**src/rtl/core/smsp_pkg.sv**
```systemverilog
// ----------------------------------------------------------------------------
// smsp_pkg
// Shared constants and types for the shuffled minimal-standard generator.
// ----------------------------------------------------------------------------
package smsp_pkg;

  localparam int unsigned WORD_W  = 32;   // generator word, two's complement
  localparam int unsigned VALUE_W = 31;   // table entries and results

  localparam logic [14:0]        LEHMER_MULT = 15'd16807;
  localparam logic [VALUE_W-1:0] LEHMER_MOD  = 31'h7fff_ffff;

  // one less than the warm-up steps before the table fill
  localparam int unsigned WARMUP_EXTRA = 7;

  localparam int unsigned DEF_TABLE_ENTRIES = 32;

  // function codes of an input word
  localparam logic FUNC_SEED = 1'b0;
  localparam logic FUNC_DRAW = 1'b1;

  typedef enum logic [2:0] {
    ST_IDLE,
    ST_INIT_MUL,
    ST_INIT_RED,
    ST_DRAW_MUL,
    ST_DRAW_RED,
    ST_DRAW_WR
  } state_t;

endpackage

```
**src/rtl/core/shuffled_minimal_standard_prng.sv**
```systemverilog
// ----------------------------------------------------------------------------
// shuffled_minimal_standard_prng
// Park-Miller minimal-standard generator with a Bays-Durham shuffle table.
// ----------------------------------------------------------------------------
// Input channel (in_valid / in_stall): one word carries in_func and in_seed.
//   A seed word (func 0) loads the generator word with -|seed| and clears the
//   last output. It gives no result and leaves the block idle.
//   A draw word (func 1) gives exactly one out_random_value.
// A normal draw goes through these steps to the output register: the
// Lehmer multiply with the slot select, then the mod reduction with the table
// read, then the table write-back; no new word is taken until it is done.
// A draw that finds the generator word non-positive or the last output zero
// first rebuilds the table: TABLE_ENTRIES + 8 Lehmer steps, each a multiply
// state and a reduce state through the one multiplier, before the normal draw.
// Output channel (out_valid / out_stall): a result waits in the output
// register; seed words are still taken meanwhile, and a following draw
// holds in its write-back step until the register frees up.
// Reset clears the generator word and the last output, so the first draw
// always rebuilds the table; the table itself is not cleared.
// ----------------------------------------------------------------------------
module shuffled_minimal_standard_prng
  import smsp_pkg::*;
#(
  parameter int unsigned TABLE_ENTRIES = DEF_TABLE_ENTRIES
) (
  input  logic                     clk,
  input  logic                     rst_n,
  input  logic                     in_valid,
  output logic                     in_stall,
  input  logic                     in_func,
  input  logic signed [WORD_W-1:0] in_seed,
  output logic                     out_valid,
  input  logic                     out_stall,
  output logic [VALUE_W-1:0]       out_random_value
);

  localparam int unsigned IW = $clog2(TABLE_ENTRIES);
  localparam int unsigned CW = $clog2(TABLE_ENTRIES + WARMUP_EXTRA + 1);

  state_t             state_r, state_nxt;
  logic [WORD_W-1:0]  gw_r, gw_nxt;
  logic [VALUE_W-1:0] lo_r, lo_nxt;
  logic [WORD_W-1:0]  x_r, x_nxt;
  logic [CW-1:0]      cnt_r, cnt_nxt;
  logic [IW-1:0]      slot_r, slot_nxt;
  logic               out_valid_r, out_valid_nxt;
  logic [VALUE_W-1:0] out_value_r, out_value_nxt;

  logic               mul_ld;
  logic [WORD_W-1:0]  mul_x;
  logic [VALUE_W-1:0] step_y;
  logic [IW-1:0]      slot_q;
  logic               ram_we;
  logic [IW-1:0]      ram_waddr;
  logic [VALUE_W-1:0] ram_wdata;
  logic               ram_re;
  logic [VALUE_W-1:0] ram_rdata;
  logic               need_init;

  smsp_lehmer u_lehmer (
    .clk  (clk),
    .ld   (mul_ld),
    .x_in (mul_x),
    .y    (step_y)
  );

  smsp_slot #(
    .TABLE_ENTRIES (TABLE_ENTRIES)
  ) u_slot (
    .value (lo_r),
    .slot  (slot_q)
  );

  smsp_ram #(
    .WIDTH (VALUE_W),
    .DEPTH (TABLE_ENTRIES)
  ) u_table (
    .clk   (clk),
    .we    (ram_we),
    .waddr (ram_waddr),
    .wdata (ram_wdata),
    .re    (ram_re),
    .raddr (slot_r),
    .rdata (ram_rdata)
  );

  // generator word is two's complement; bit 31 is its sign
  assign need_init = gw_r[WORD_W-1] || (gw_r == '0) || (lo_r == '0);

  always_ff @(posedge clk) begin
    if (!rst_n) begin
      state_r     <= ST_IDLE;
      gw_r        <= '0;
      lo_r        <= '0;
      out_valid_r <= 1'b0;
    end else begin
      state_r     <= state_nxt;
      gw_r        <= gw_nxt;
      lo_r        <= lo_nxt;
      out_valid_r <= out_valid_nxt;
    end
  end

  always_ff @(posedge clk) begin
    x_r         <= x_nxt;
    cnt_r       <= cnt_nxt;
    slot_r      <= slot_nxt;
    out_value_r <= out_value_nxt;
  end

  always_comb begin
    state_nxt     = state_r;
    gw_nxt        = gw_r;
    lo_nxt        = lo_r;
    x_nxt         = x_r;
    cnt_nxt       = cnt_r;
    slot_nxt      = slot_r;
    out_valid_nxt = out_valid_r;
    out_value_nxt = out_value_r;
    mul_ld        = 1'b0;
    mul_x         = x_r;
    ram_we        = 1'b0;
    ram_waddr     = slot_r;
    ram_wdata     = step_y;
    ram_re        = 1'b0;
    in_stall      = (state_r != ST_IDLE);

    if (out_valid_r && !out_stall) begin
      out_valid_nxt = 1'b0;
    end

    unique case (state_r)
      ST_IDLE: begin
        if (in_valid) begin
          if (in_func == FUNC_SEED) begin
            gw_nxt = in_seed[WORD_W-1] ? in_seed : (~in_seed + WORD_W'(1));
            lo_nxt = '0;
          end else if (need_init) begin
            // magnitude of a negative word, otherwise forced to one
            x_nxt     = gw_r[WORD_W-1] ? (~gw_r + WORD_W'(1)) : WORD_W'(1);
            cnt_nxt   = CW'(TABLE_ENTRIES + WARMUP_EXTRA);
            state_nxt = ST_INIT_MUL;
          end else begin
            mul_ld    = 1'b1;
            mul_x     = gw_r;
            slot_nxt  = slot_q;
            state_nxt = ST_DRAW_RED;
          end
        end
      end
      ST_INIT_MUL: begin
        mul_ld    = 1'b1;
        mul_x     = x_r;
        state_nxt = ST_INIT_RED;
      end
      ST_INIT_RED: begin
        x_nxt = WORD_W'(step_y);
        // table fills from the top slot down during the last steps
        if (cnt_r < CW'(TABLE_ENTRIES)) begin
          ram_we    = 1'b1;
          ram_waddr = cnt_r[IW-1:0];
          ram_wdata = step_y;
        end
        if (cnt_r == '0) begin
          gw_nxt    = WORD_W'(step_y);
          lo_nxt    = step_y;
          state_nxt = ST_DRAW_MUL;
        end else begin
          cnt_nxt   = cnt_r - CW'(1);
          state_nxt = ST_INIT_MUL;
        end
      end
      ST_DRAW_MUL: begin
        mul_ld    = 1'b1;
        mul_x     = gw_r;
        slot_nxt  = slot_q;
        state_nxt = ST_DRAW_RED;
      end
      ST_DRAW_RED: begin
        gw_nxt    = WORD_W'(step_y);
        ram_re    = 1'b1;
        state_nxt = ST_DRAW_WR;
      end
      ST_DRAW_WR: begin
        // read data holds while the output register is still full
        if (!out_valid_r || !out_stall) begin
          lo_nxt        = ram_rdata;
          out_value_nxt = ram_rdata;
          out_valid_nxt = 1'b1;
          ram_we        = 1'b1;
          ram_waddr     = slot_r;
          ram_wdata     = gw_r[VALUE_W-1:0];
          state_nxt     = ST_IDLE;
        end
      end
      default: begin
        state_nxt = ST_IDLE;
      end
    endcase
  end

  assign out_valid        = out_valid_r;
  assign out_random_value = out_value_r;

endmodule

```
**src/rtl/core/smsp_ram.sv**
```systemverilog
// ----------------------------------------------------------------------------
// smsp_ram
// Generic single-clock RAM, one write port, one read port, registered read.
// ----------------------------------------------------------------------------
module smsp_ram #(
  parameter int unsigned WIDTH = 31,
  parameter int unsigned DEPTH = 32
) (
  input  logic                     clk,
  input  logic                     we,
  input  logic [$clog2(DEPTH)-1:0] waddr,
  input  logic [WIDTH-1:0]         wdata,
  input  logic                     re,
  input  logic [$clog2(DEPTH)-1:0] raddr,
  output logic [WIDTH-1:0]         rdata
);

  logic [WIDTH-1:0] mem [DEPTH];
  logic [WIDTH-1:0] rdata_r;

  always_ff @(posedge clk) begin
    if (we) begin
      mem[waddr] <= wdata;
    end
    if (re) begin
      rdata_r <= mem[raddr];
    end
  end

  assign rdata = rdata_r;

endmodule

```
**src/rtl/core/smsp_lehmer.sv**
```systemverilog
// ----------------------------------------------------------------------------
// smsp_lehmer
// Two-stage Lehmer step: registered product by 16807, then reduction
// modulo 2^31-1 by folding the high part onto the low part.
// ----------------------------------------------------------------------------
module smsp_lehmer
  import smsp_pkg::*;
(
  input  logic               clk,
  input  logic               ld,
  input  logic [WORD_W-1:0]  x_in,
  output logic [VALUE_W-1:0] y
);

  localparam int unsigned PROD_W = WORD_W + 15;

  logic [PROD_W-1:0] prod_r;
  logic [WORD_W-1:0] fold;

  always_ff @(posedge clk) begin
    if (ld) begin
      prod_r <= PROD_W'(x_in) * PROD_W'(LEHMER_MULT);
    end
  end

  // 2^31 == 1 mod (2^31-1), so hi + lo is congruent and below twice the modulus
  assign fold = WORD_W'(prod_r[PROD_W-1:VALUE_W]) + WORD_W'(prod_r[VALUE_W-1:0]);

  always_comb begin
    if (fold >= WORD_W'(LEHMER_MOD)) begin
      y = VALUE_W'(fold - WORD_W'(LEHMER_MOD));
    end else begin
      y = VALUE_W'(fold);
    end
  end

endmodule

```
**src/rtl/core/smsp_slot.sv**
```systemverilog
// ----------------------------------------------------------------------------
// smsp_slot
// Shuffle slot select: last output divided by the slot width, by a
// reciprocal multiply, saturated to the top slot.
// ----------------------------------------------------------------------------
module smsp_slot
  import smsp_pkg::*;
#(
  parameter int unsigned TABLE_ENTRIES = DEF_TABLE_ENTRIES
) (
  input  logic [VALUE_W-1:0]               value,
  output logic [$clog2(TABLE_ENTRIES)-1:0] slot
);

  localparam int unsigned IW = $clog2(TABLE_ENTRIES);
  localparam logic [63:0] SLOT_DIV =
    64'd1 + (64'(LEHMER_MOD) - 64'd1) / 64'(TABLE_ENTRIES);
  localparam int unsigned SHIFT_L = $clog2(SLOT_DIV);
  // exact for every 31-bit dividend, fits in 32 bits
  localparam logic [63:0] MAGIC =
    ((64'd1 << (VALUE_W + SHIFT_L)) + SLOT_DIV - 64'd1) / SLOT_DIV;
  localparam int unsigned PW = VALUE_W + 32;
  localparam int unsigned QW = PW - (VALUE_W + SHIFT_L);

  logic [PW-1:0] prod;
  logic [QW-1:0] quo;

  assign prod = PW'(value) * PW'(MAGIC[31:0]);
  assign quo  = prod[PW-1:VALUE_W+SHIFT_L];

  always_comb begin
    if (quo >= QW'(TABLE_ENTRIES)) begin
      slot = IW'(TABLE_ENTRIES - 1);
    end else begin
      slot = quo[IW-1:0];
    end
  end

endmodule

```
**config.mk**
```make
export PLATFORM = sky130hd
export DESIGN_NAME = shuffled_minimal_standard_prng
export DESIGN_NICKNAME = d
export VERILOG_FILES = /design/src/rtl/core/smsp_pkg.sv /design/src/rtl/core/shuffled_minimal_standard_prng.sv /design/src/rtl/core/smsp_ram.sv /design/src/rtl/core/smsp_lehmer.sv /design/src/rtl/core/smsp_slot.sv
export SDC_FILE = /design/constraint.sdc
export NUM_CORES = 2
export LEC_CHECK = 0
export ABC_AREA = 0
export BUFFER_PORTS_ARGS = -buffer_cell sky130_fd_sc_hd__buf_2
export CAP_MARGIN = 20
export CELL_PAD_IN_SITES_DETAIL_PLACEMENT = 1
export CELL_PAD_IN_SITES_GLOBAL_PLACEMENT = 2
export CORE_ASPECT_RATIO = 1.25
export CORE_MARGIN = 2
export CORE_UTILIZATION = 48
export CTS_BUF_LIST = sky130_fd_sc_hd__clkbuf_2 sky130_fd_sc_hd__clkbuf_4 sky130_fd_sc_hd__clkbuf_8
export CTS_CLUSTER_DIAMETER = 100
export DETAILED_ROUTE_END_ITERATION = 7
export PLACE_DENSITY_LB_ADDON = 0.2
export RECOVER_POWER = 50
export SLEW_MARGIN = 10
export SYNTH_ARGS = -nofsm -noshare
export SYNTH_HDL_FRONTEND = slang
export SYNTH_HIERARCHICAL = 1
export SYNTH_SLANG_ARGS = --single-unit
```
**constraint.sdc**
```tcl
create_clock -name clk -period 9.8 [get_ports clk]
set_input_delay 0.49 -clock clk [delete_from_list [all_inputs] [get_ports clk]]
set_output_delay 0.49 -clock clk [all_outputs]
set_load 0.01 [all_outputs]
```
==> results by stage <==
Run status:
- The run finished, with violations left.
- The final reports fail on capacitance limit, slew limit.

Clock network:
- The CTS buffer count is 188.
- The clock insertion delay at the later pin of the skew report is 0.92 ns.
- The clock passes through at most 3 buffers.
- The CTS tree is built.
- The number of post-CTS setup repair buffers is 0.
- The H-tree depth is 4.
- Clock-pin slew was measured on the worst setup and hold paths at 0.06 ns.
- Clock tree synthesis found a total of 1211 sinks.
- The root buffer cell is sky130_fd_sc_hd__clkbuf_8.

Detailed routing:
- In this run the remaining antenna-violating nets after routing total 0.
- The final layout contains routed wiring with a total length of 182 mm.
- The number of remaining DRC errors is 0.
- The number of iterations in the first detailed-routing pass is 7.
- The number of DRC markers in iteration 0 is 2533.
- The final routed wire length divided by cell count is 28.9 microns.
- The via count of the routed design is 37600.
- The vias per cell is 5.98.

Logic synthesis:
- The cell count after synthesis came out at 4372.
- The cell with the most instances after synthesis is sky130_fd_sc_hd__edfxtp_1.
- The commonest cells after synthesis are 1144 x sky130_fd_sc_hd__edfxtp_1, 501 x sky130_fd_sc_hd__mux2i_1, 349 x sky130_fd_sc_hd__inv_1, 257 x sky130_fd_sc_hd__nand2_1, 213 x sky130_fd_sc_hd__ha_1.
- The proportion of synthesized chip area in sequential cells is 60.2%.
- The flip-flop cell with the highest count after synthesis is sky130_fd_sc_hd__edfxtp_1.
- After synthesis the netlist holds a flip-flop and latch count of 1211.
- The number of different library cells in the post-synthesis netlist is 94.
- After synthesis, the largest family of logic cells by area is multiplexers.
- By area the synthesized netlist is led by sky130_fd_sc_hd__edfxtp_1 58%, sky130_fd_sc_hd__mux2i_1 8.5%, sky130_fd_sc_hd__fa_1 4.7%.
- The synthesized design spends more area on one cell type than any other, namely sky130_fd_sc_hd__edfxtp_1.
- The synthesized-area fraction occupied by ao, oa, aoi and oai cells is 8.56%.
- The synthesized net count is 4761.
- Of all flip-flops after synthesis, the portion carrying an async set or reset was 0%.
- The area share of the largest cell type after synthesis is 57.9%.
- The simple-gate area share of the yosys netlist is 6.99%.
- For this run, the number of Yosys warnings is 6.
- Of the total synthesized cell area, the portion taken by full adders, half adders and majority gates is 9.19%.
- The synthesized design contains 1144 enable-type register cells.
- The synthesized netlist devotes 1.58% of its cell area to XOR and XNOR gates.
- Measured against the total synthesized area, the mux share comes to 9.38%.
- After synthesis, the mean cell area works out to 13.6 sq um.
- The cell area after synthesis is 59300 sq um.

Worst hold path:
- Counting instances, the worst hold path has a depth of 3.
- The path with the worst hold slack has its endpoint at gw_r[24].
- The startpoint identified for the worst hold timing path is in_seed[24].
- In this run the worst hold path is classified as in2reg.

Global routing:
- The overall routing resource usage is 28.7%.
- The largest net degree at the start of global routing is 125.
- The overall overflow remaining after global route is 0.
- The initial antenna violation count was 5.
- The first-pass GRT wire length is 265 mm.
- The number of global-route vias before repair is 40100.

Cells and area:
- The share of final-layout standard cells stronger than drive strength 1 is 10.4%.
- The relative area change from synthesis to final layout is 9.91%.
- The number of fill cells in the layout is 12300.
- Across the whole layout, storage elements account for 35700 sq um.
- The total number of nets in the final design is 4908.
- Summing all multi-input logic gate instances after layout gives 21300 sq um.

Placement:
- The minimum setup slack after placement is 0.708 ns.
- In this run the tool buffered the top-level ports with 69 buffer cells.
- The half-perimeter wire length of the detailed placement result is 119 mm.
- The congestion estimate from routability-driven global placement came to 0.894.

Die:
- The core region is 123000 sq um.
- The die covers 126000 sq um.
- Once the floorplan was initialized, standard cells occupied 48.3% of the core.
- The number of cell rows is 144.
- The die boundary width is 318 microns.
- The number of primary I/O pins is 70.
- In this run the vertical extent of the chip is 397 microns.

Critical path:
- The critical path is of the reg2reg type.
- The worst setup path is launched from a flip-flop.
- The startpoint identified for the worst register-to-register timing path is lo_r[30].
- The cell count of the worst reg-to-reg path is 27.
- Data arrives at the worst endpoint at 9.67 ns.
- STA classifies the critical path endpoint as a flip-flop.
- The peak fanout along the critical path is 19.
- The endpoint of the worst-slack reg-to-reg timing path is u_lehmer/prod_r[44].
- The required time reported for the critical path endpoint is 10.45 ns.
- The register-to-register setup slack is 0.78 ns.

STA:
- Summed over all failing endpoints, the final setup total negative slack is 0 ns.
- The final-report setup violation count is 0.
- The slew at the pin with the worst max-slew slack is 4.30 ns.
- Setup repair after global routing left no endpoint under its margin.
- The final critical path time including I/O delays and setup is 9.02 ns.
- The final setup skew is 0.0383 ns.
- The worst slew margin relative to its limit is -187%.
- Once routing completed, OpenROAD measured the worst setup slack at 0.783 ns.
- The number of hold violations in the final report is 0.
- Timing would allow up to 0.111 GHz.
- The fraction of the cycle the final worst path needs is 92.0%.
- The max-slew violation count was 1475.

Flow run:
- Across the run, the number of max-cap violations was 53.
-- layer usage --
layer	vias up	share of wire, %	GRT usage [%]
li1	16700	-	-
met1	19500	38	33.2
met2	1049	52	52.0
met3	352	4.3	3.93
met4	0	5.5	15.0
met5	-	0	0
-- worst max-delay path, cell delays in order (launching register included) --
cell	delay, ns
sky130_fd_sc_hd__dfxtp_1	0.34
sky130_fd_sc_hd__nor4_1	0.58
sky130_fd_sc_hd__nand4_1	0.34
sky130_fd_sc_hd__o21ai_1	0.42
sky130_fd_sc_hd__or2_1	0.75
sky130_fd_sc_hd__a32o_1	0.45
sky130_fd_sc_hd__inv_1	0.18
sky130_fd_sc_hd__fa_1	0.56
sky130_fd_sc_hd__inv_1	0.04
sky130_fd_sc_hd__ha_1	0.26
sky130_fd_sc_hd__inv_1	0.05
sky130_fd_sc_hd__fa_1	0.50
sky130_fd_sc_hd__inv_1	0.05
sky130_fd_sc_hd__fa_1	0.46
sky130_fd_sc_hd__fa_1	0.55
sky130_fd_sc_hd__inv_1	0.06
sky130_fd_sc_hd__fa_1	0.55
sky130_fd_sc_hd__inv_1	0.04
sky130_fd_sc_hd__ha_1	0.37
sky130_fd_sc_hd__a21oi_1	0.22
sky130_fd_sc_hd__o21ai_0	0.17
sky130_fd_sc_hd__a2111oi_0	0.43
sky130_fd_sc_hd__nand2_1	0.10
sky130_fd_sc_hd__o22a_1	0.27
sky130_fd_sc_hd__a21o_1	0.22
sky130_fd_sc_hd__a41o_1	0.25
sky130_fd_sc_hd__o41ai_1	0.43
sky130_fd_sc_hd__xnor2_1	0.11
-- registers in the layout, indices dropped and copies added, names as in the netlist --
name,cells
u_table/mem,992
u_lehmer/prod_r,47
gw_r,32
x_r,32
lo_r,31
out_random_value,31
u_table/rdata,31
cnt_r,6
slot_r,5
state_r,3
out_valid,1
-- cell type report --
class | count | area share [%]
Sequential cell | 1211 | 54.8
Multi-Input combinational cell | 2588 | 32.7
Clock buffer | 246 | 4.72
Tap cell | 1606 | 3.08
Inverter | 350 | 2.02
Timing Repair Buffer | 180 | 1.67
Clock inverter | 97 | 0.973
Antenna cell | 5 | 0.0192
-- metrics by stage --
| stage | hold slack, ns | instance area, sq um | cells | utilization (%) |
|---|---|---|---|---|
| final | 0.103 | 65200 | 6283 | 53.0 |
| after global routing | 0.0825 | 65200 | 6282 | 53.0 |
| after CTS | 0.0178 | 65500 | 6277 | 53.3 |
| after detailed placement | 0.439 | 61600 | 5911 | 50.1 |
| after global placement | 0.431 | 61600 | 5910 | 50.1 |
| after floorplan | 0.426 | 59300 | 4372 | - |
-- what timing repair did --
action	CTS	global route
hold buffers	23	0
setup endpoints to repair	0	0
endpoints found under the hold margin	24	0
gates resized for setup	0	0
-- cell usage in the layout, fill, tap and decap left out, drive strengths merged, types with 25 or more instances in the layout --
master  synthesis  layout
a21o           25      25
a21oi         186     186
a22o           68      68
a22oi          93      93
a311oi         31      31
a31oi          61      61
buf           107      79
clkbuf        116     324
clkinv          0      78
dfxtp          67      67
edfxtp       1144    1144
fa            139     139
ha            213     213
inv           350     358
mux2           48      48
mux2i         501     501
nand2         257     257
nand3         131     131
nor2          189     189
nor3           91      91
nor4           32      32
o21ai          77      77
xnor2          59      59
xor2           48      48
-- kinds of logic after synthesis --
family                   after synthesis
AND/OR/NAND/NOR                      850
flip-flops                          1211
adder cells (fa/ha/maj)              352
XOR/XNOR                             107
buffers and inverters                573
multiplexers                         549
AO/OA/AOI/OAI                        730
-- worst max-delay path by stage --
stage,start,endpoint,cells after the start
2_1_floorplan,state_r[2],u_lehmer/prod_r[44],30
3_3_place_gp,lo_r[30],u_lehmer/prod_r[44],27
3_5_place_dp,lo_r[30],u_lehmer/prod_r[44],27
4_1_cts,gw_r[3],u_lehmer/prod_r[44],27
5_1_grt,gw_r[3],u_lehmer/prod_r[44],27
6_report,lo_r[30],u_lehmer/prod_r[44],27
Power is not shown: default switching activity piles up to over one toggle a cycle in this logic, so the estimate is an artifact.
